### src/hdl/tqv_div.sv
// ----------------------------------------------------------------------------
// tqv_div
// Pipelined restoring divider, one quotient bit per stage, with sideband.
// ----------------------------------------------------------------------------
module tqv_div #(
    parameter int N  = 16,
    parameter int D  = 14,
    parameter int PW = 1
) (
    input  logic          i_clk,
    input  logic          i_rst_n,
    input  logic          i_en,
    input  logic          i_valid,
    input  logic [N-1:0]  i_num,
    input  logic [D-1:0]  i_den,
    input  logic [PW-1:0] i_pay,
    output logic          o_valid,
    output logic [N-1:0]  o_quo,
    output logic [D-1:0]  o_rem,
    output logic [PW-1:0] o_pay
);
    logic          r_vld [N];
    logic [N-1:0]  r_num [N];
    logic [D-1:0]  r_rem [N];
    logic [D-1:0]  r_den [N];
    logic [PW-1:0] r_pay [N];

    for (genvar s = 0; s < N; s++) begin : g_stage
        logic          w_vld;
        logic [N-1:0]  w_num;
        logic [D-1:0]  w_rem;
        logic [D-1:0]  w_den;
        logic [PW-1:0] w_pay;
        logic [D:0]    w_trial;
        logic          w_ge;
        logic [D:0]    w_diff;

        if (s == 0) begin : g_first
            assign w_vld = i_valid;
            assign w_num = i_num;
            assign w_rem = '0;
            assign w_den = i_den;
            assign w_pay = i_pay;
        end else begin : g_next
            assign w_vld = r_vld[s-1];
            assign w_num = r_num[s-1];
            assign w_rem = r_rem[s-1];
            assign w_den = r_den[s-1];
            assign w_pay = r_pay[s-1];
        end

        assign w_trial = {w_rem, w_num[N-1]};
        assign w_ge    = (w_trial >= {1'b0, w_den});
        assign w_diff  = w_trial - {1'b0, w_den};

        always_ff @(posedge i_clk) begin
            if (!i_rst_n) begin
                r_vld[s] <= 1'b0;
            end else if (i_en) begin
                r_vld[s] <= w_vld;
            end
        end

        always_ff @(posedge i_clk) begin
            if (i_en) begin
                r_num[s] <= {w_num[N-2:0], w_ge};
                r_rem[s] <= w_ge ? w_diff[D-1:0] : w_trial[D-1:0];
                r_den[s] <= w_den;
                r_pay[s] <= w_pay;
            end
        end
    end

    assign o_valid = r_vld[N-1];
    assign o_quo   = r_num[N-1];
    assign o_rem   = r_rem[N-1];
    assign o_pay   = r_pay[N-1];

endmodule

### config.mk
export PLATFORM = sky130hd
export DESIGN_NAME = tqv_div
export DESIGN_NICKNAME = d
export VERILOG_FILES = /design/src/hdl/tqv_div.sv
export SDC_FILE = /design/constraint.sdc
export NUM_CORES = 1
export LEC_CHECK = 0
export ABC_AREA = 0
export BUFFER_PORTS_ARGS = -buffer_cell sky130_fd_sc_hd__buf_2
export CAP_MARGIN = 15
export CORE_UTILIZATION = 63
export CTS_CLUSTER_DIAMETER = 30
export DETAILED_ROUTE_END_ITERATION = 7
export MAX_ROUTING_LAYER = met4
export PLACE_DENSITY = 0.84
export SETUP_SLACK_MARGIN = 0.1
export SLEW_MARGIN = 25
export SYNTH_ARGS = -nofsm -noshare
export SYNTH_HDL_FRONTEND = slang
export SYNTH_SLANG_ARGS = --single-unit
### constraint.sdc
create_clock -name i_clk -period 4.4 [get_ports i_clk]
set_input_delay 0.66 -clock i_clk [delete_from_list [all_inputs] [get_ports i_clk]]
set_output_delay 0.66 -clock i_clk [all_outputs]
set_load 0.02 [all_outputs]
### Yosys cells after proc, flatten, opt, wreduce, memory -nomap -nowiden

Memories as Yosys holds them, arrays and structs flattened.
Index checks and enable logic that the tools add are counted.

| cells by class | value |
|---|---|
| $add $sub $neg | 16 |
| multipliers | 0 |
| divide/modulo/power cells | 0 |
| order comparisons | 16 |
| equality and inequality tests | 0 |
| shift operators | 0 |
| muxes and demuxes | 37 |
| bitwise logic cells | 16 |
| reductions and logical operators | 0 |

Operator list:

| kind | number |
|---|---|
| $ge A15 B14 Y1 | 15 |
| $mux W14 | 16 |
| $sub A14 B14 Y14 | 15 |
| $mux W1 | 21 |
| $or A1 B1 Y1 | 16 |
| $ge A1 B14 Y1 | 1 |
| $sub A1 B14 Y14 | 1 |

| storage, ports and cells | value |
|---|---|
| register bits | 0 |
| bits in latches | 0 |
| bits in writable memories | 736 |
| memory bits (read-only) | 0 |
| output and inout bits | 32 |
| memories | 5 |

Memory list:

| name | words | bits a word | read ports | clocked after Yosys merged registers in | wr ports | RTL line | source |
|---|---|---|---|---|---|---|---|
| r_num | 16 | 16 | 16 | 0 | 16 | 23 | `logic [N-1:0] r_num [N];` |
| r_den | 16 | 14 | 15 | 0 | 16 | 25 | `logic [D-1:0] r_den [N];` |
| r_rem | 16 | 14 | 16 | 0 | 16 | 24 | `logic [D-1:0] r_rem [N];` |
| r_pay | 16 | 1 | 16 | 0 | 16 | 26 | `logic [PW-1:0] r_pay [N];` |
| r_vld | 16 | 1 | 16 | 0 | 16 | 22 | `logic r_vld [N];` |

### Logic depth before layout (Yosys ltp)

| depth | value |
|---|---|
| depth in word-level cells | 4 |
| gate-level depth with buffers | 11 |

### Least setup slack after synthesis

No wires, ideal clock.

| timing | value |
|---|---|
| path type | register to register |
| start point | mem r_rem[11][0] (netlist: r_rem[5][14]) |
| end point | mem r_rem[12][10] (netlist: r_rem[6][10]) (data pin) |
| library setup time | 260 ps |
| arrival | 2836 ps |
| required time | 4140 ps |
| setup slack | 1304 ps |
| stages on the path, launching flop included | 10 |
| path buffers | 1 |
| cell sequence | edfxtp_1 -> ha_1 -> nor2b_4 -> o31a_1 -> or4_4 -> a21oi_4 -> a211oi_2 -> a2111oi_4 -> buf_6 -> mux2_2 |

RTL lines:

| element | RTL line |
|---|---|
| start, declared | 24 |

==> flow_summary_export.csv <==
group,metric,value,unit
yosys,synth_top_family_by_area,"compound AO/OA/AOI/OAI gates",
status,run_status,"finished, final reports clean",
worst_setup_path,critPathSlowestCell,"a2111oi_0",
timing,finalSetupViolations,0,
power,p_leak,16.5,nW
yosys,ys.flop_type,"edfxtp_1",
clock_tree,cts_hold_buf,0,
global_route,antenna_found_initial,0,
worst_setup_path,worst_path_dominant_cell_family,"compound AO/OA/AOI/OAI gates",
timing,period_needed,3.45,ns
worst_hold_path,hold_path_class,"in -> reg",
route,drc_errors,0,
timing,hold_ws,0.112,ns
die,dieHeight,237,um
layout,final_util,0.758,
yosys,yosys.area_share.simple,0.0629,
worst_setup_path,worstSetupPathDepth,11,
route,dr_total_vias,21400,
clock_tree,insertion_delay,0.72,ns
route,detail-route-antenna-nets,0,
clock_tree,root_buffer,"clkbuf_16",
yosys,synth_area_leaders,"edfxtp_1, ha_1, mux2_2, inv_1, xnor2_1",
global_route,grt-ovfl-total,0,
place,place_worst_setup_slack,0.859,ns
timing,final-hold-violation-count,0,
worst_setup_path,crit_path_end_kind,"flop",
clock_tree,clk_path_buf_depth,3,
worst_setup_path,critPathMaxFanout,3,
timing,rsz0062_at_grt,"false",
yosys,ys_seq_area_frac,0.621,
yosys,synth_most_common_cell,"edfxtp_1",
timing,skew,0.0321,ns
timing,worst_pin_slew,0.983,ns
yosys,synth_area,34900,um2
layout,syn_to_final_growth,18.0,%
route,dr.pass1.iters,7,
worst_setup_path,crit_type,"reg -> reg",
clock_tree,clock-sinks,722,
clock_tree,cts_tree,"done",
die,rows,85,
worst_hold_path,min_from,"i_num[14]",
timing,drv_slew,0,
die,fp.dieW,237,um
clock_tree,clk_pin_slew,0.05,ns
power,power_per_cell_area,742,nW/um2
yosys,synth_top_cell_by_area,"edfxtp_1",
layout,fill_cells,3175,
clock_tree,cts_htree_levels,4,
worst_setup_path,cpPeakStageDelay,0.89,ns
yosys,synthTopCellsByCount,"edfxtp_1, inv_1, ha_1, mux2_2, a21oi_1",
layout,multi_input_area,12000,um2
global_route,grt_pass1_wl,113,mm
clock_tree,post-cts-setup-buffer-count,0,
die,dieArea,56300,um2
yosys,synth-xor-area-share,0.0324,
yosys,synth_nets,2822,
clock_tree,post_cts_resized,0,
die,fp.coreArea,54200,um2
layout,diodes,0,
worst_setup_path,startpoint,"r_num[7][15]$_DFFE_PP_",
layout,drive_above_1_share,0.172,
yosys,yosysWarnings,0,
yosys,synth.top_cell.area_share,0.621,
worst_setup_path,r2r-start,"r_num[7][15]$_DFFE_PP_",
worst_setup_path,critPathLaunchType,"flop",
yosys,synthAdderAreaFrac,0.0901,
yosys,synthCells,2545,
route,drt-initial-drc-count,1553,
global_route,grt_max_degree,117,
global_route,grt.total_usage,0.263,
timing,timing.final.ws_setup,0.950,ns
worst_setup_path,required,4.85,ns
place,place_hpwl,44.9,mm
place,dpl.cell_count,3306,
place,postPlaceCellArea,36200,um2
timing,maxSlewHeadroom,0.328,
layout,regArea,21700,um2
yosys,synth_compound_area_frac,0.103,
yosys,synth-seq-cells,722,
worst_setup_path,r2r_cells,11,
power,irDropWorstVdd,0.000428,V
yosys,ys_types,75,
worst_setup_path,path_buf_inv,2,
timing,fin_setup_tns,0,ns
route,avgViaCountPerCell,6.00,
worst_setup_path,arrival,3.89,ns
worst_hold_path,hold_depth,1,
timing,fin_crit_sh,0.784,
yosys,muxShareOfSynthArea,0.0561,
die,io_pins,67,
route,wirelength,69.7,mm
layout,final_nets,3034,
route,wire_per_inst,19.5,um
yosys,avgSynthCellArea,13.7,um2
die,initial_core_util,0.643,
layout,fin_cells,3570,
layout,final_area,41100,um2
worst_setup_path,worstPathCellList,"inv_1, ha_1, inv_1, fa_1, a21oi_1, o21ai_0, a2111oi_0, o21ai_0, a21oi_1, xnor2_1, mux2_2",
place,gp_congestion,0.969,
power,fin_total_pwr,30.5,mW
yosys,synth_edf_count,721,
global_route,grt_pass1_vias,22100,
yosys,ys_async_sr_fraction,0,
timing,max_freq,290,MHz
clock_tree,cts_buffers,144,
place,portBuffers,66,
job,cap_viol_max_count,0,
[report_power, final]
group	internal (mW)	switching (mW)
Clock	7.26	3.63
Combinational	4.37	5.04
Sequential	9.49	0.739
Total	21.1	9.41
[area by class of cell]
class / instances / area share
timing repair buffer: 91 / 0.0148
tap: 696 / 0.0212
multi-input combinational: 1514 / 0.293
clock buffer: 167 / 0.0912
sequential: 722 / 0.527
inverter: 284 / 0.0259
clock inverter: 96 / 0.0274
[sequential cells by signal, indices dropped and copies added, names as in the netlist]
register,count
r_num,256
r_rem,224
r_den,210
r_pay,16
r_vld,16
[cell usage in the layout (no fill, tap or decap), types with 41 or more instances in the layout]
cell / netlist / routed
a21o_1: 71 / 71
a21oi_1: 124 / 124
buf_2: 7 / 65
clkbuf_16: 0 / 147
edfxtp_1: 721 / 721
ha_1: 227 / 227
inv_1: 284 / 284
mux2_2: 148 / 148
nand2_1: 86 / 86
nand3_1: 44 / 44
nor2_1: 112 / 112
nor3_1: 42 / 41
o21a_1: 55 / 55
o21ai_0: 99 / 99
xnor2_1: 81 / 81
xor2_1: 48 / 48
[routing by layer]
metal  up-vias  GRT usage  share of wire
li1      10100          -              -
met1     10500      0.311           0.41
met2       698      0.434           0.50
met3       186     0.0557          0.054
met4         0      0.120          0.035
met5         -          -              0
[final timing paths]
check / slack (ns) / to
worst max-delay path: 0.95 / r_rem[4][10]$_DFFE_PP_
worst min-delay path: 0.11 / r_num[0][15]$_DFFE_PP_
worst max register to register: 0.95 / r_rem[4][10]$_DFFE_PP_
worst min register to register: 0.41 / r_num[13][1]$_DFFE_PP_
[cell families (layout without fill, tap and decap cells)]
kind of cell / after synthesis / after routing
xor+xnor: 129 / 129
fa+ha+maj: 242 / 242
buf+inv: 309 / 638
flops: 722 / 722
simple gates: 435 / 435
mux: 177 / 177
compound gates: 531 / 531
Power figures use the tool's default switching activity.
