**src/hdl/tqv_pkg.sv**
```systemverilog
// ----------------------------------------------------------------------------
// tqv_pkg
// Shared types, register indexes and helpers of the tile quad vertex generator.
// ----------------------------------------------------------------------------
package tqv_pkg;

    localparam int MaxLayerDim = 256;
    localparam int MaxTilesets = 16;

    typedef enum logic [2:0] {
        CFG_MAP_TW     = 3'd0,
        CFG_MAP_TH     = 3'd1,
        CFG_SHEET_TW   = 3'd2,
        CFG_SHEET_TH   = 3'd3,
        CFG_MARGIN     = 3'd4,
        CFG_SPACING    = 3'd5,
        CFG_TEX_W      = 3'd6,
        CFG_LAYER_COLS = 3'd7
    } t_cfg_idx;

    typedef struct packed {
        logic [8:0]  map_tw;
        logic [8:0]  map_th;
        logic [8:0]  sheet_tw;
        logic [8:0]  sheet_th;
        logic [7:0]  margin;
        logic [7:0]  spacing;
        logic [13:0] tex_w;
        logic [8:0]  layer_cols;
    } t_cfg;

    // rides along the tiles-per-row divider
    typedef struct packed {
        logic [7:0]  col;
        logic [7:0]  row;
        logic [15:0] number;
        logic        fh;
        logic        fv;
        logic        pitch_zero;
    } t_tile1;

    // rides along the tile number divider
    typedef struct packed {
        logic [7:0] col;
        logic [7:0] row;
        logic       fh;
        logic       fv;
        logic       per_row_zero;
        logic [8:0] scale_w;
        logic [8:0] scale_h;
    } t_tile2;

    typedef struct packed {
        logic [15:0] base;
        logic [17:0] x0;
        logic [17:0] x1;
        logic [18:0] y0;
        logic [18:0] y1;
        logic [15:0] u0;
        logic [15:0] u1;
        logic [15:0] v0;
        logic [15:0] v1;
        logic        fh;
        logic        fv;
    } t_quad;

    // texture corner shown at vertex k
    function automatic logic [1:0] corner_of(input logic fh, input logic fv,
                                             input logic [1:0] k);
        logic [1:0] m;
        if (fh && fv)      m = 2'd2;
        else if (fh)       m = 2'd1;
        else if (fv)       m = 2'd3;
        else               m = 2'd0;
        return k ^ m;
    endfunction

    function automatic logic [15:0] sat16(input logic [27:0] v);
        return (v > 28'd65535) ? 16'hFFFF : v[15:0];
    endfunction

endpackage

```
**src/hdl/tqv_ser.sv**
```systemverilog
// ----------------------------------------------------------------------------
// tqv_ser
// Holds one quad and sends its four vertices, one beat each.
// ----------------------------------------------------------------------------
module tqv_ser (
    input  logic           i_clk,
    input  logic           i_rst_n,
    input  logic           i_valid,
    input  tqv_pkg::t_quad i_quad,
    output logic           o_take,
    output logic           o_tvalid,
    input  logic           i_tready,
    output logic [17:0]    o_slot,
    output logic [17:0]    o_x,
    output logic [18:0]    o_y,
    output logic [15:0]    o_u,
    output logic [15:0]    o_v,
    output logic           o_tlast
);
    import tqv_pkg::*;

    logic       r_vld;
    logic [1:0] r_k;
    t_quad      r_quad;
    logic [1:0] w_tc;

    assign o_take = !r_vld || (i_tready && r_k == 2'd3);

    always_ff @(posedge i_clk) begin
        if (!i_rst_n) begin
            r_vld <= 1'b0;
            r_k   <= 2'd0;
        end else if (o_take) begin
            r_vld <= i_valid;
            r_k   <= 2'd0;
        end else if (i_tready) begin
            r_k   <= r_k + 2'd1;
        end
    end

    always_ff @(posedge i_clk) begin
        if (o_take && i_valid) begin
            r_quad <= i_quad;
        end
    end

    assign w_tc     = corner_of(r_quad.fh, r_quad.fv, r_k);
    assign o_tvalid = r_vld;
    assign o_slot   = {r_quad.base, r_k};
    assign o_x      = (r_k == 2'd1 || r_k == 2'd2) ? r_quad.x1 : r_quad.x0;
    assign o_y      = r_k[1] ? r_quad.y1 : r_quad.y0;
    assign o_u      = (w_tc == 2'd1 || w_tc == 2'd2) ? r_quad.u1 : r_quad.u0;
    assign o_v      = w_tc[1] ? r_quad.v1 : r_quad.v0;
    assign o_tlast  = (r_k == 2'd3);

endmodule

```
**config.mk**
```make
export PLATFORM = sky130hd
export DESIGN_NAME = tqv_ser
export DESIGN_NICKNAME = d
export VERILOG_FILES = /design/src/hdl/tqv_pkg.sv /design/src/hdl/tqv_ser.sv
export SDC_FILE = /design/constraint.sdc
export NUM_CORES = 1
export LEC_CHECK = 0
export BUFFER_PORTS_ARGS = -buffer_cell sky130_fd_sc_hd__buf_2
export CORE_UTILIZATION = 50
export DETAILED_ROUTE_END_ITERATION = 10
export HOLD_SLACK_MARGIN = 0.12
export PLACE_DENSITY = 0.85
export SLEW_MARGIN = 20
export SYNTH_ARGS = -nofsm -noshare
export SYNTH_HDL_FRONTEND = slang
export SYNTH_SLANG_ARGS = --single-unit
export TNS_END_PERCENT = 30
```
**constraint.sdc**
```tcl
create_clock -name i_clk -period 20.6 [get_ports i_clk]
set_clock_uncertainty 0.05 [all_clocks]
set_input_delay 4.12 -clock i_clk [delete_from_list [all_inputs] [get_ports i_clk]]
set_output_delay 4.12 -clock i_clk [all_outputs]
set_load 0.01 [all_outputs]
```
**Yosys cells after proc, flatten, opt, wreduce, memory -nomap -nowiden**

Index checks and enable logic that the tools add are counted.

- Mux-type cells: 7
- Equality and inequality tests: 5
- Add/subtract/negate cells: 1
- Bitwise logic cells: 2
- Reductions and logical operators: 8

Operators with widths:

| operator | count |
|---|---|
| $mux 16 | 2 |
| $mux 19 | 1 |
| $mux 18 | 1 |
| $eq 2x2->1 const B | 3 |
| $mux 2 | 3 |
| $eq 2x1->1 const B | 2 |
| $logic_and 1x1->1 | 3 |
| $logic_or 1x1->1 | 3 |
| $add 2x1->2 const B | 1 |
| $reduce_or 2->1 | 1 |
| $xor 2x2->2 | 1 |
| $logic_not 1->1 | 1 |
| $not 1->1 | 1 |

- Word-level logic and storage cells: 36
- Output and inout port bits: 90
- Register bits after elaboration: 159
- Input bits: 160

**Logic depth before layout (Yosys ltp)**

- Word-level depth: 7
- Mapped depth: 5
- Gate-level depth less buffers: 3

**Least setup slack after synthesis**

OpenSTA, ideal clock, no wires.

- Kind: input to register
- Start: in i_tready
- End: reg r_quad (netlist bit o_slot[10]) (enable)
- Buffers on the path: 0
- Setup slack: 8771 ps
- Data arrival time: 11089 ps
- Library setup time: 690 ps
- Required time: 19860 ps
- Stages: 2
- Cell sequence: a21boi_0 nor2b_1

- Word-level cells in the longest chain between the ends: 3

RTL lines:

| what | line | RTL |
|---|---|---|
| from (decl) | tqv_ser.sv:12 | `input logic i_tready,` |
| $logic_and 1x1->1 | tqv_ser.sv:27 | `assign o_take = !r_vld \|\| (i_tready && r_k == 2'd3);` |
| $logic_or 1x1->1 | tqv_ser.sv:27 |  |
| $logic_and 1x1->1 | tqv_ser.sv:42 | `if (o_take && i_valid) begin` |
| to (signal assigned) | tqv_ser.sv:43 | `r_quad <= i_quad;` |
| to (decl) | tqv_ser.sv:24 | `t_quad r_quad;` |

No other way between the ends.
A chain may end at the register's enable or synchronous reset.

**Final worst setup path**

- Start: in i_tready
- End: out o_take

- Word-level cells in the longest chain between the ends: 2

RTL lines:

| what | line | RTL |
|---|---|---|
| $logic_and 1x1->1 | tqv_ser.sv:27 |  |
| $logic_or 1x1->1 | tqv_ser.sv:27 |  |
| to (decl) | tqv_ser.sv:10 | `output logic o_take,` |

No other way between the ends.

==> Implementation_results.wiki <==
{| class="wikitable"
! Metric !! Value
|-
| Outcome || finished, final reports clean
|-
| CP Launch Type || input port
|-
| Worst stage delay on the critical path || 0.48 ns
|-
| Post-detailed-routing wire length || 11.20 mm
|-
| Top post-synthesis cells by area || edfxtp_1 80%, mux2_2 11%, mux2_4 2.6%
|-
| Endpoint required time on the critical path || between 15 and 20 ns
|-
| Final antenna-violating net count || 0
|-
| Core Util, Final || roughly 70%
|-
| PwrDens || between 100 and 150 nW/um2
|-
| Multi-input gate area in the final layout || 930.9 um2
|-
| Routability-driven placement congestion ratio || 0.7781
|-
| Average footprint of a synthesized cell || between 20 and 25 um2
|-
| PortBufs || 249
|-
| P&R area growth vs syn || 34.40%
|-
| Fraction of layout instances using a drive strength above 1 || between 60% and 70%
|-
| Height of the die || ~110 um
|-
| Net Sw Power || 0.0001489 W
|-
| Setup total negative slack || 0 ns
|-
| DP Wirelength || between 7 and 8 mm
|-
| Fin. max-slew vios || 0
|-
| Crit path setup slack, layout || roughly 11 ns
|-
| Vias in the first global route || 3,246
|-
| Seq. cell area || roughly 4700 um2
|-
| Post-CTS clock slew at the launch and capture registers of the worst setup and hold paths || 0.06 ns
|-
| Overall die area || 12,090 um2
|-
| CTS tree || yes
|-
| Crit Path Class || in2out
|-
| Master cell of the clock root buffer || clkbuf_16
|-
| CP endpoint kind || output pin
|-
| Pre-CTS worst setup slack || 11.46 ns
|-
| CP max-delay cell || a21boi_0
|-
| Total core area || between 10,000 and 15,000 um2
|-
| Crit path max fanout || 5
|-
| Number of filler cells placed in the layout || approximately 750
|-
| Mapped Nets || about 430
|-
| Area leader, netlist || edfxtp_1
|-
| Leakage power summed over all cells || ~3.2 nW
|-
| Combined area of all synthesized cells || slightly below 6000 um2
|-
| Global-route wire length before repair || 15.49 mm
|-
| List of cells traversed by the critical path || buf_2 -> a21boi_0 -> inv_1 -> buf_2
|-
| Via Count || around 3,200
|-
| Share of total power in the clock network || a little under half
|-
| Detail-routed net length per standard cell || roughly 17 um
|-
| Worst slew margin relative to its limit || between 30% and 40%
|-
| Horizontal extent of the die || about 110 um
|-
| Commonest non-fill, non-tap cells in the layout || 249 x buf_2, 156 x edfxtp_1, 59 x mux2_2
|-
| Final-layout worst hold slack || between 0.4 and 0.5 ns
|-
| Detailed Route Iter0 Violations || about 160
|-
| Count of synthesis-stage warnings from yosys || 0
|-
| Total internal power || approximately 0.00066 W
|-
| Crit share post-route || 44.31%
|-
| Hold Crit Class || reg2reg
|-
| CP arrival || 4.96 ns
|-
| Number of buffers created by CTS || 17
|-
| Number of buffers inserted by post-CTS setup repair || 0
|-
| First drt pass iteration count || 4
|-
| Final count of negative-setup-slack endpoints || 0
|-
| Part of the Yosys area used for sequential elements || around four fifths
|-
| Maximum number of pins on one net before global-route repair || 85
|-
| Residual DRC || 0
|-
| Most common library cell in the layout ignoring fill and taps || buf_2
|-
| Synth Instances || 264
|-
| Number of hold violations in the final report || 0
|-
| Number of hold buffers added after CTS || 0
|-
| Aggregate global routing overflow || 0
|-
| Top-Level Pins || 250
|-
| Post-layout nets || just under 700
|-
| Number of synthesized register bits || 159
|-
| Detailed-route vias per instance || between 4 and 5
|-
| Number of antenna violations at the first check in global routing || 0
|-
| Max rail drop VDD || 0.08927 mV
|-
| Initial Util || 51.25%
|-
| Distinct cell type count of the synthesized netlist || 20
|-
| Slew at the pin closest to its max-slew limit || between 1 and 1.5 ns
|-
| CTS H-Tree Depth || 4
|-
| Highest clock frequency the design can meet || between 100 and 150 MHz
|-
| Combinational group share of total power || under 10%
|-
| Synth top area share || around four fifths
|-
| RSZ-0062 raised after global routing || no
|-
| GRT Overall Usage || 18.30%
|-
| Clock insertion delay at the later pin of the skew report || ~0.42 ns
|-
| Fin crit period || roughly 9.1 ns
|-
| Diodes inserted || 0
|-
| Switching power as a share of total power || 18.46%
|-
| Number of max-cap violations || 0
|-
| Number of clock sinks || approximately 160
|-
| Post-CTS resize count || 0
|-
| Sequential group share of total power || 47.3%
|-
| Worst-case clock buffer depth || 2
|-
| Top cell by count, worst path || buf_2
|-
| Row cnt || 39
|}
## layer usage
metal  GRT usage (%)  routed length, um  vias up
li1                -                  -     1518
met1           17.52               3734     1528
met2           32.68               5997      169
met3           7.765               1206       22
met4           10.29                257        0
met5               0                  0        -
## power by group through the flow
| stage | combinational [W] | clock (W) | sequential, W |
|---|---|---|---|
| 2_1_floorplan | 0.0000315 | 0 | 0.000391 |
| 3_3_place_gp | 0.0000584 | 0 | 0.000387 |
| 3_5_place_dp | 0.0000605 | 0 | 0.000389 |
| 4_1_cts | 0.0000610 | 0.000371 | 0.000382 |
| 5_1_grt | 0.0000654 | 0.000382 | 0.000383 |
| 6_report | 0.0000599 | 0.000365 | 0.000382 |
## per-stage QoR
| step | instance area [um2] | cells | total power [W] |
|---|---|---|---|
| detailed placement | 7134 | 638 | 0.0004491 |
| global route | 7831 | 669 | 0.0008309 |
| finish | 7831 | 669 | 0.0008067 |
| global placement | 7134 | 638 | 0.0004454 |
| CTS | 7831 | 669 | 0.0008141 |
| floorplan | 5827 | 264 | 0.0004223 |
## worst paths after layout
kind	start	slack (ns)	cells after the start	end
worst max-delay path	i_tready	11.47	4	o_take
worst min-delay path	o_tvalid	0.46	2	r_k[1]
worst max register to register	r_k[1]	17.66	5	r_quad[13]
worst min register to register	o_tvalid	0.46	2	r_k[1]
## flip-flops by register name, summed over array words and instances, names as in the netlist
name and flops:
o_tvalid 1, r_quad 140, r_k 2, o_slot 16
## cell type report
type	instances	area share, %
Clock inverter	12	3.371
Inverter	1	0.04793
Timing Repair Buffer	253	16.30
Multi-Input combinational cell	82	11.89
Sequential cell	159	60.58
Clock buffer	19	5.528
Tap cell	143	2.285
## kinds of logic after synthesis
| logic type | Yosys count | synth area share [%] |
|---|---|---|
| xor+xnor | 2 | 0.5583 |
| mux | 69 | 13.98 |
| fa+ha+maj | 1 | 0.2147 |
| flops | 159 | 81.43 |
| compound gates | 4 | 0.4296 |
| simple gates | 6 | 0.6657 |
| buf+inv | 23 | 2.727 |
## synth_stat cells
library cell and count:
a21boi_0 1, a21oi_1 2, buf_1 3, buf_2 1
buf_4 17, buf_6 1, dfxtp_1 3, edfxtp_1 156
ha_1 1, inv_1 1, mux2_2 59, mux2_4 10
nand2_1 1, nand2b_1 2, nand3b_1 1, nor2b_1 1
o21a_1 1, or3b_2 1, xnor2_1 1, xnor3_2 1
## critical path: cells and delay by family
| family | cells | cell delay [ns] |
|---|---|---|
| buffers and inverters | 3 | 0.35 |
| AO/OA/AOI/OAI | 1 | 0.48 |
(Power assumes the default switching activity.)
