File: src/hdl/tqv_pkg.sv
// ----------------------------------------------------------------------------
// tqv_pkg
// Shared types, register indexes and helpers of the tile quad vertex generator.
// ----------------------------------------------------------------------------
package tqv_pkg;

    localparam int MaxLayerDim = 256;
    localparam int MaxTilesets = 16;

    typedef enum logic [2:0] {
        CFG_MAP_TW     = 3'd0,
        CFG_MAP_TH     = 3'd1,
        CFG_SHEET_TW   = 3'd2,
        CFG_SHEET_TH   = 3'd3,
        CFG_MARGIN     = 3'd4,
        CFG_SPACING    = 3'd5,
        CFG_TEX_W      = 3'd6,
        CFG_LAYER_COLS = 3'd7
    } t_cfg_idx;

    typedef struct packed {
        logic [8:0]  map_tw;
        logic [8:0]  map_th;
        logic [8:0]  sheet_tw;
        logic [8:0]  sheet_th;
        logic [7:0]  margin;
        logic [7:0]  spacing;
        logic [13:0] tex_w;
        logic [8:0]  layer_cols;
    } t_cfg;

    // rides along the tiles-per-row divider
    typedef struct packed {
        logic [7:0]  col;
        logic [7:0]  row;
        logic [15:0] number;
        logic        fh;
        logic        fv;
        logic        pitch_zero;
    } t_tile1;

    // rides along the tile number divider
    typedef struct packed {
        logic [7:0] col;
        logic [7:0] row;
        logic       fh;
        logic       fv;
        logic       per_row_zero;
        logic [8:0] scale_w;
        logic [8:0] scale_h;
    } t_tile2;

    typedef struct packed {
        logic [15:0] base;
        logic [17:0] x0;
        logic [17:0] x1;
        logic [18:0] y0;
        logic [18:0] y1;
        logic [15:0] u0;
        logic [15:0] u1;
        logic [15:0] v0;
        logic [15:0] v1;
        logic        fh;
        logic        fv;
    } t_quad;

    // texture corner shown at vertex k
    function automatic logic [1:0] corner_of(input logic fh, input logic fv,
                                             input logic [1:0] k);
        logic [1:0] m;
        if (fh && fv)      m = 2'd2;
        else if (fh)       m = 2'd1;
        else if (fv)       m = 2'd3;
        else               m = 2'd0;
        return k ^ m;
    endfunction

    function automatic logic [15:0] sat16(input logic [27:0] v);
        return (v > 28'd65535) ? 16'hFFFF : v[15:0];
    endfunction

endpackage

File: src/hdl/tqv_calc.sv
// ----------------------------------------------------------------------------
// tqv_calc
// Two stages: products, then offsets, lift, saturation and slot base.
// ----------------------------------------------------------------------------
module tqv_calc (
    input  logic           i_clk,
    input  logic           i_rst_n,
    input  logic           i_en,
    input  tqv_pkg::t_cfg  i_cfg,
    input  logic           i_valid,
    input  tqv_pkg::t_tile2 i_tile,
    input  logic [13:0]    i_tu,
    input  logic [15:0]    i_tv,
    output logic           o_valid,
    output tqv_pkg::t_quad o_quad
);
    import tqv_pkg::*;

    logic        r1_vld;
    logic [16:0] r1_px0;
    logic [18:0] r1_px1;
    logic [16:0] r1_py0;
    logic [18:0] r1_py1;
    logic [23:0] r1_pu;
    logic [25:0] r1_pv;
    logic [16:0] r1_pb;
    logic [7:0]  r1_col;
    logic        r1_fh;
    logic        r1_fv;

    logic        r2_vld;
    t_quad       r2_quad;

    logic [9:0]  w_colw;
    logic [9:0]  w_rowh;
    logic [9:0]  w_pitch_x;
    logic [9:0]  w_pitch_y;
    logic [13:0] w_tu;
    logic [15:0] w_tv;

    assign w_colw    = {2'b0, i_tile.col} + {1'b0, i_tile.scale_w};
    assign w_rowh    = {2'b0, i_tile.row} + {1'b0, i_tile.scale_h};
    assign w_pitch_x = {1'b0, i_cfg.sheet_tw} + {2'b0, i_cfg.spacing};
    assign w_pitch_y = {1'b0, i_cfg.sheet_th} + {2'b0, i_cfg.spacing};
    assign w_tu      = i_tile.per_row_zero ? '0 : i_tu;
    assign w_tv      = i_tile.per_row_zero ? '0 : i_tv;

    always_ff @(posedge i_clk) begin
        if (!i_rst_n) begin
            r1_vld <= 1'b0;
            r2_vld <= 1'b0;
        end else if (i_en) begin
            r1_vld <= i_valid;
            r2_vld <= r1_vld;
        end
    end

    always_ff @(posedge i_clk) begin
        if (i_en) begin
            r1_px0 <= 17'(i_tile.col) * 17'(i_cfg.map_tw);
            r1_px1 <= 19'(w_colw) * 19'(i_cfg.map_tw);
            r1_py0 <= 17'(i_tile.row) * 17'(i_cfg.map_th);
            r1_py1 <= 19'(w_rowh) * 19'(i_cfg.map_th);
            r1_pu  <= 24'(w_tu) * 24'(w_pitch_x);
            r1_pv  <= 26'(w_tv) * 26'(w_pitch_y);
            r1_pb  <= 17'(i_tile.row) * 17'(i_cfg.layer_cols);
            r1_col <= i_tile.col;
            r1_fh  <= i_tile.fh;
            r1_fv  <= i_tile.fv;
        end
    end

    logic [20:0] w_lift;
    logic [20:0] w_y0;
    logic [20:0] w_y1;
    logic [27:0] w_u0;
    logic [27:0] w_u1;
    logic [27:0] w_v0;
    logic [27:0] w_v1;

    assign w_lift = {12'b0, i_cfg.sheet_th} - {12'b0, i_cfg.map_th};
    assign w_y0   = {4'b0, r1_py0} - w_lift;
    assign w_y1   = {2'b0, r1_py1} - w_lift;
    assign w_u0   = 28'(r1_pu) + 28'(i_cfg.margin);
    assign w_u1   = w_u0 + 28'(i_cfg.sheet_tw);
    assign w_v0   = 28'(r1_pv) + 28'(i_cfg.margin);
    assign w_v1   = w_v0 + 28'(i_cfg.sheet_th);

    always_ff @(posedge i_clk) begin
        if (i_en) begin
            r2_quad.base <= r1_pb[15:0] + 16'(r1_col);
            r2_quad.x0   <= 18'(r1_px0);
            r2_quad.x1   <= r1_px1[17:0];
            r2_quad.y0   <= w_y0[18:0];
            r2_quad.y1   <= w_y1[18:0];
            r2_quad.u0   <= sat16(w_u0);
            r2_quad.u1   <= sat16(w_u1);
            r2_quad.v0   <= sat16(w_v0);
            r2_quad.v1   <= sat16(w_v1);
            r2_quad.fh   <= r1_fh;
            r2_quad.fv   <= r1_fv;
        end
    end

    assign o_valid = r2_vld;
    assign o_quad  = r2_quad;

endmodule

File: config.mk
export PLATFORM = sky130hd
export DESIGN_NAME = tqv_calc
export DESIGN_NICKNAME = d
export VERILOG_FILES = /design/src/hdl/tqv_pkg.sv /design/src/hdl/tqv_calc.sv
export SDC_FILE = /design/constraint.sdc
export NUM_CORES = 2
export LEC_CHECK = 0
export BUFFER_PORTS_ARGS = -buffer_cell sky130_fd_sc_hd__buf_4
export CAP_MARGIN = 20
export CORE_MARGIN = 2
export CORE_UTILIZATION = 50
export DETAILED_ROUTE_END_ITERATION = 8
export PLACE_DENSITY = 0.73
export SYNTH_ARGS = -nofsm -noshare
export SYNTH_HDL_FRONTEND = slang
export SYNTH_SLANG_ARGS = --single-unit
File: constraint.sdc
create_clock -name i_clk -period 10.2 [get_ports i_clk]
set_clock_uncertainty 0.05 [all_clocks]
set_input_delay 1.02 -clock i_clk [delete_from_list [all_inputs] [get_ports i_clk]]
set_output_delay 1.02 -clock i_clk [all_outputs]
set_load 0.02 [all_outputs]
# [After elaboration in Yosys (flattened, before gate mapping)]
# Cells that the tools add are included.
[totals] ff_bits=304 in_bits=146 output_inout_bits=157 word_cells=48
[classes] add_sub_neg=12 n_mul=7 order_cmp=4 muxes=2
[op_table] cell="$mul A8 B9 Y17" count=2
[op_table] cell="$add A27 B9 Y28" count=1
[op_table] cell="$gt A28 B16 Y1 const B" count=1
[op_table] cell="$add A26 B8 Y27" count=1
[op_table] cell="$gt A27 B16 Y1 const B" count=1
[op_table] cell="$add A25 B9 Y26" count=1
[op_table] cell="$gt A26 B16 Y1 const B" count=1
[op_table] cell="$mul A16 B10 Y26" count=1
[op_table] cell="$add A24 B8 Y25" count=1
[op_table] cell="$gt A25 B16 Y1 const B" count=1
[op_table] cell="$mul A14 B10 Y24" count=1
[op_table] cell="$add A8 B9 Y10" count=2
[op_table] cell="$add A9 B8 Y10" count=2
[op_table] cell="$mul A10 B9 Y19" count=1
[op_table] cell="$sub A18 B10 Y19" count=1
[op_table] cell="$sub A19 B10 Y19" count=1
[op_table] cell="$mul A10 B9 Y18" count=1
[op_table] cell="$add A16 B8 Y16" count=1
[op_table] cell="$mul A8 B9 Y16" count=1
[op_table] cell="$mux W16" count=1
[op_table] cell="$mux W14" count=1
[op_table] cell="$sub A9 B9 Y10" count=1

# [Depth between registers and ports, before layout]
[logic_depth] word_depth=3 ltp_mapped=33 depth_no_buf=32

# [Worst setup path after synthesis]
# Ideal clock, no wire load.
[synth_path] path_kind="input port to flip-flop" startpoint="input i_cfg[23] (netlist bit)" endpoint="register r1_pv[25], data pin" setup_ps=259 arrival_ps=7837 required_time_ps=9891 path_slack_ps=2053 stages=30 path_buffers=1 path_cell_list="ha_1 inv_1 fa_1 inv_1 a21oi_1 o21bai_1 a21oi_1 o21bai_1 a21o_1 a21o_1 xnor2_1 clkbuf_1 nor2_1 fa_1 fa_1 fa_1 fa_1 inv_1 fa_1 inv_1 ha_1 or3_1 a211oi_1 o22ai_1 o41a_1 a211oi_1 o21ai_0 a21o_1 a21oi_1 xnor2_1"
[synth_via] elab_chain_cells=2
[synth_lines] item="start: declaration" line="tqv_calc.sv:9" source="input tqv_pkg::t_cfg i_cfg,"
[synth_lines] item="$add A9 B8 Y10" line="tqv_calc.sv:44" source="assign w_pitch_y = {1'b0, i_cfg.sheet_th} + {2'b0, i_cfg.spacing};"
[synth_lines] item="$mul A16 B10 Y26" line="tqv_calc.sv:65" source="r1_pv <= 26'(w_tv) * 26'(w_pitch_y);"
[synth_lines] item="end signal: assignment" line="tqv_calc.sv:65"
[synth_lines] item="end: declaration" line="tqv_calc.sv:25" source="logic [25:0] r1_pv;"
# Every way passes these cells.
# A chain may end at the register's enable or synchronous reset.

# [Worst setup path after layout]
# Ends and elaborated chain as after synthesis.

==> flow_summary.json <==
{
  "ys_async_sr_fraction": 0,
  "netlist_instances": 3870,
  "placementRows": 100,
  "busiest_layer": "met2",
  "path_common_cell": "fa_1",
  "syn_to_final_growth_pct": 12.1,
  "cts-root-buf": "clkbuf_16",
  "wirelength_mm": 89.7,
  "irDropWorstVdd_mv": 0.237,
  "critPathKind": "in2reg",
  "synth-compound-area-share": 0.0824,
  "antenna_found_initial": 1,
  "period_share": 0.824,
  "cts_buffer_depth": 3,
  "required_ns": 10.46,
  "grt_pass1_vias": 28529,
  "finalCoreUtilization": 0.566,
  "grt_max_degree": 89,
  "cp_max_fo": 5,
  "power_leakage_uw": 0.0198,
  "synth_edf_count": 302,
  "nets": 5166,
  "grt_first_pass_wirelength_mm": 147,
  "synth_xor_area_frac": 0.0554,
  "drive_gt1_frac": 0.100,
  "htreeDepth": 2,
  "hold_viol": 0,
  "worst_hold_path_type": "reg2reg",
  "gr-total-overflow": 0,
  "yosys.area_share.simple": 0.165,
  "cts_resized": 0,
  "synth-adder-area-share": 0.383,
  "synth_fp_nets": 4894,
  "synthMuxAreaShare": 0.00190,
  "postRouteAntennaNets": 0,
  "endpoint_kind": "flip-flop",
  "vias": 27819,
  "met3_usage": 0.0395,
  "postCtsSetupRepairBufs": 0,
  "grt_use_total": 0.238,
  "final-max-slew-violation-count": 0,
  "clkSinkCount": 304,
  "coreArea_sq_um": 74400,
  "setup_violations": 0,
  "synth_top_family_by_area": "adder cells",
  "globalRouteMet2Util": 0.400,
  "maxCapViolCount": 0,
  "power_density_nw_per_um2": 253,
  "syn_area_per_cell_sq_um": 9.72,
  "die_width_um": 278,
  "drt_iter0_markers": 1598,
  "cts_tree": "yes",
  "gp_congestion": 0.914,
  "status": "finished clean",
  "tns_ns": 0,
  "critPathArrivalTime_ns": 8.66,
  "firstDrtPassIters": 7,
  "clkTransAtPathRegs_ns": 0.07,
  "rsz0062_at_grt": "no",
  "cts_made_buffers": 38,
  "route.detailed.drc": 0,
  "max_freq_mhz": 119,
  "via_per_inst": 5.41,
  "synth_ff_type": "edfxtp_1",
  "ys_ff_latch": 304,
  "syn_area_sq_um": 37600,
  "cp_slowest_cell": "fa_1",
  "worst_slew_pin_slew_ns": 1.05,
  "crit_path_max_incr_delay_ns": 0.55,
  "period_needed_ns": 8.40,
  "io_buffers": 287,
  "wire_per_inst_um": 17.4,
  "grt_use_met1": 0.311,
  "synth-seq-area-share": 0.242,
  "synth.distinct_cells": 82,
  "io_pins": 303,
  "relSlewSlack": 0.297,
  "die_area_sq_um": 77400,
  "start_util": 0.505,
  "dp_hpwl_mm": 71.1,
  "crit_path_start_kind": "primary input",
  "yosysWarnings": 0,
  "die_h_um": 278,
  "hold_buffers": 0,
  "clk_latency_ns": 0.58
}
[layer usage]
| layer | share of wire | vias to the layer above | wire (um) |
|---|---|---|---|
| met1 | 0.42 | 13749 | 37600 |
| met5 | 0 | - | 0 |
| met3 | 0.069 | 152 | 6230 |
| li1 | - | 13099 | - |
| met2 | 0.48 | 819 | 42700 |
| met4 | 0.036 | 0 | 3210 |
[synth_stat cells (5+ instances only)]
cell type,instances,area share
a21o_1,45,0.0090
buf_2,5,0.00067
a211o_1,7,0.0016
a21boi_0,25,0.0050
nor3_1,45,0.0060
xor2_1,67,0.016
nor2_1,276,0.028
ha_1,424,0.14
or4_1,6,0.0012
a31oi_1,6,0.0010
xnor2_1,171,0.040
and3_1,18,0.0030
a21oi_1,118,0.016
edfxtp_1,302,0.24
nand2b_1,112,0.019
nand4_1,8,0.0013
o22ai_1,6,0.0010
or2_2,17,0.0028
and2_1,208,0.035
o311ai_0,5,0.0012
o21a_1,29,0.0058
o21bai_1,28,0.0056
nand2_1,426,0.043
o21ai_0,102,0.014
fa_1,454,0.24
inv_1,623,0.062
nor2b_1,65,0.011
and4_1,5,0.0012
a2111oi_0,6,0.0014
o211ai_1,9,0.0018
clkbuf_1,73,0.0073
a211oi_1,15,0.0030
a41o_1,5,0.0013
mux2i_1,6,0.0016
nand3_1,44,0.0059
or3_1,18,0.0030
o31a_1,8,0.0019
[through the flow]
| stage | instances | hold slack, ns | instance area, sq um | power [uW] | worst slack [ns] |
|---|---|---|---|---|---|
| 6_report | 5142 | 0.358 | 42100 | 10700 | 1.80 |
| 5_1_grt | 5142 | 0.364 | 42100 | 11800 | 1.34 |
| 4_1_cts | 5141 | 0.363 | 42100 | 10800 | 1.79 |
| 3_5_place_dp | 5071 | 0.355 | 40900 | 9250 | 1.23 |
| 3_3_place_gp | 5071 | 0.351 | 40900 | 9130 | 1.21 |
| 2_1_floorplan | 3870 | 0.350 | 37600 | 7500 | 2.05 |
[cells by family after synthesis]
family,after synthesis
buffers and inverters,704
other,1
xor gates and xnor gates,238
and+or+nand+nor,1273
adders and majority gates,878
DFF,304
muxes,7
AOI/OAI and AO/OA,465
[placed cells by master (no fill, tap or decap), types with 9 or more instances in the layout]
cell | netlist | layout
ha_1 | 424 | 424
a21oi_1 | 118 | 118
or3_1 | 18 | 18
o21ai_0 | 102 | 102
xnor2_1 | 171 | 171
a21o_1 | 45 | 45
nand3_1 | 44 | 44
xor2_1 | 67 | 67
o211ai_1 | 9 | 9
nor2b_1 | 65 | 65
nor3_1 | 45 | 45
nand2b_1 | 112 | 112
a21boi_0 | 25 | 25
fa_1 | 454 | 454
nand2_1 | 426 | 426
clkbuf_16 | 0 | 39
and3_1 | 18 | 18
and2_1 | 208 | 208
o21a_1 | 29 | 29
a211oi_1 | 15 | 15
or2_2 | 17 | 17
edfxtp_1 | 302 | 302
o21bai_1 | 28 | 28
buf_4 | 2 | 312
inv_1 | 623 | 623
nor2_1 | 276 | 276
[flip-flops by register name, indices dropped and copies added (netlist names)]
register	count
o_quad	155
o_valid	1
r1_col	8
r1_fh	1
r1_fv	1
r1_pb	16
r1_pu	24
r1_pv	26
r1_px0	17
r1_px1	18
r1_py0	17
r1_py1	19
r1_vld	1
[power breakdown]
part	leakage (uW)	total [uW]	internal (uW)	switching [uW]
logic	0.0163	6930	2980	3940
registers	0.00288	2330	2110	229
clock network	0.000606	1410	814	594
total	0.0198	10700	5900	4770
[worst max-delay path, delay by kind of cell]
kind,cells,cell delay [ns]
adder cells (fa/ha/maj),8,3.51
AO/OA/AOI/OAI,13,2.71
AND/OR/NAND/NOR,2,0.52
XOR/XNOR,2,0.50
buffers and inverters,6,0.41
[cell type report]
cell class / instances / area, sq um
Timing Repair Buffer: 313 / 2360
Tap cell: 969 / 1210
Clock inverter: 26 / 284
Clock buffer: 44 / 995
Sequential cell: 304 / 9110
Fill cell: 6428 / 32300
Inverter: 623 / 2340
Antenna cell: 1 / 2.50
Multi-Input combinational cell: 2862 / 25800
[path summary, 6_finish.rpt]
path | startpoint | to | slack (ns) | cells past startpoint
hold / removal | r1_px0[8]$_DFFE_PP_ | o_quad[130]$_DFFE_PP_ | 0.36 | 0
setup reg to reg | r1_pu[0]$_DFFE_PP_ | o_quad[37]$_SDFFCE_PN1P_ | 5.31 | 16
setup / recovery | i_cfg[23] | r1_pv[25]$_DFFE_PP_ | 1.80 | 31
hold reg to reg | r1_px0[8]$_DFFE_PP_ | o_quad[130]$_DFFE_PP_ | 0.36 | 0
No activity file was read; power rests on OpenSTA's default activity.
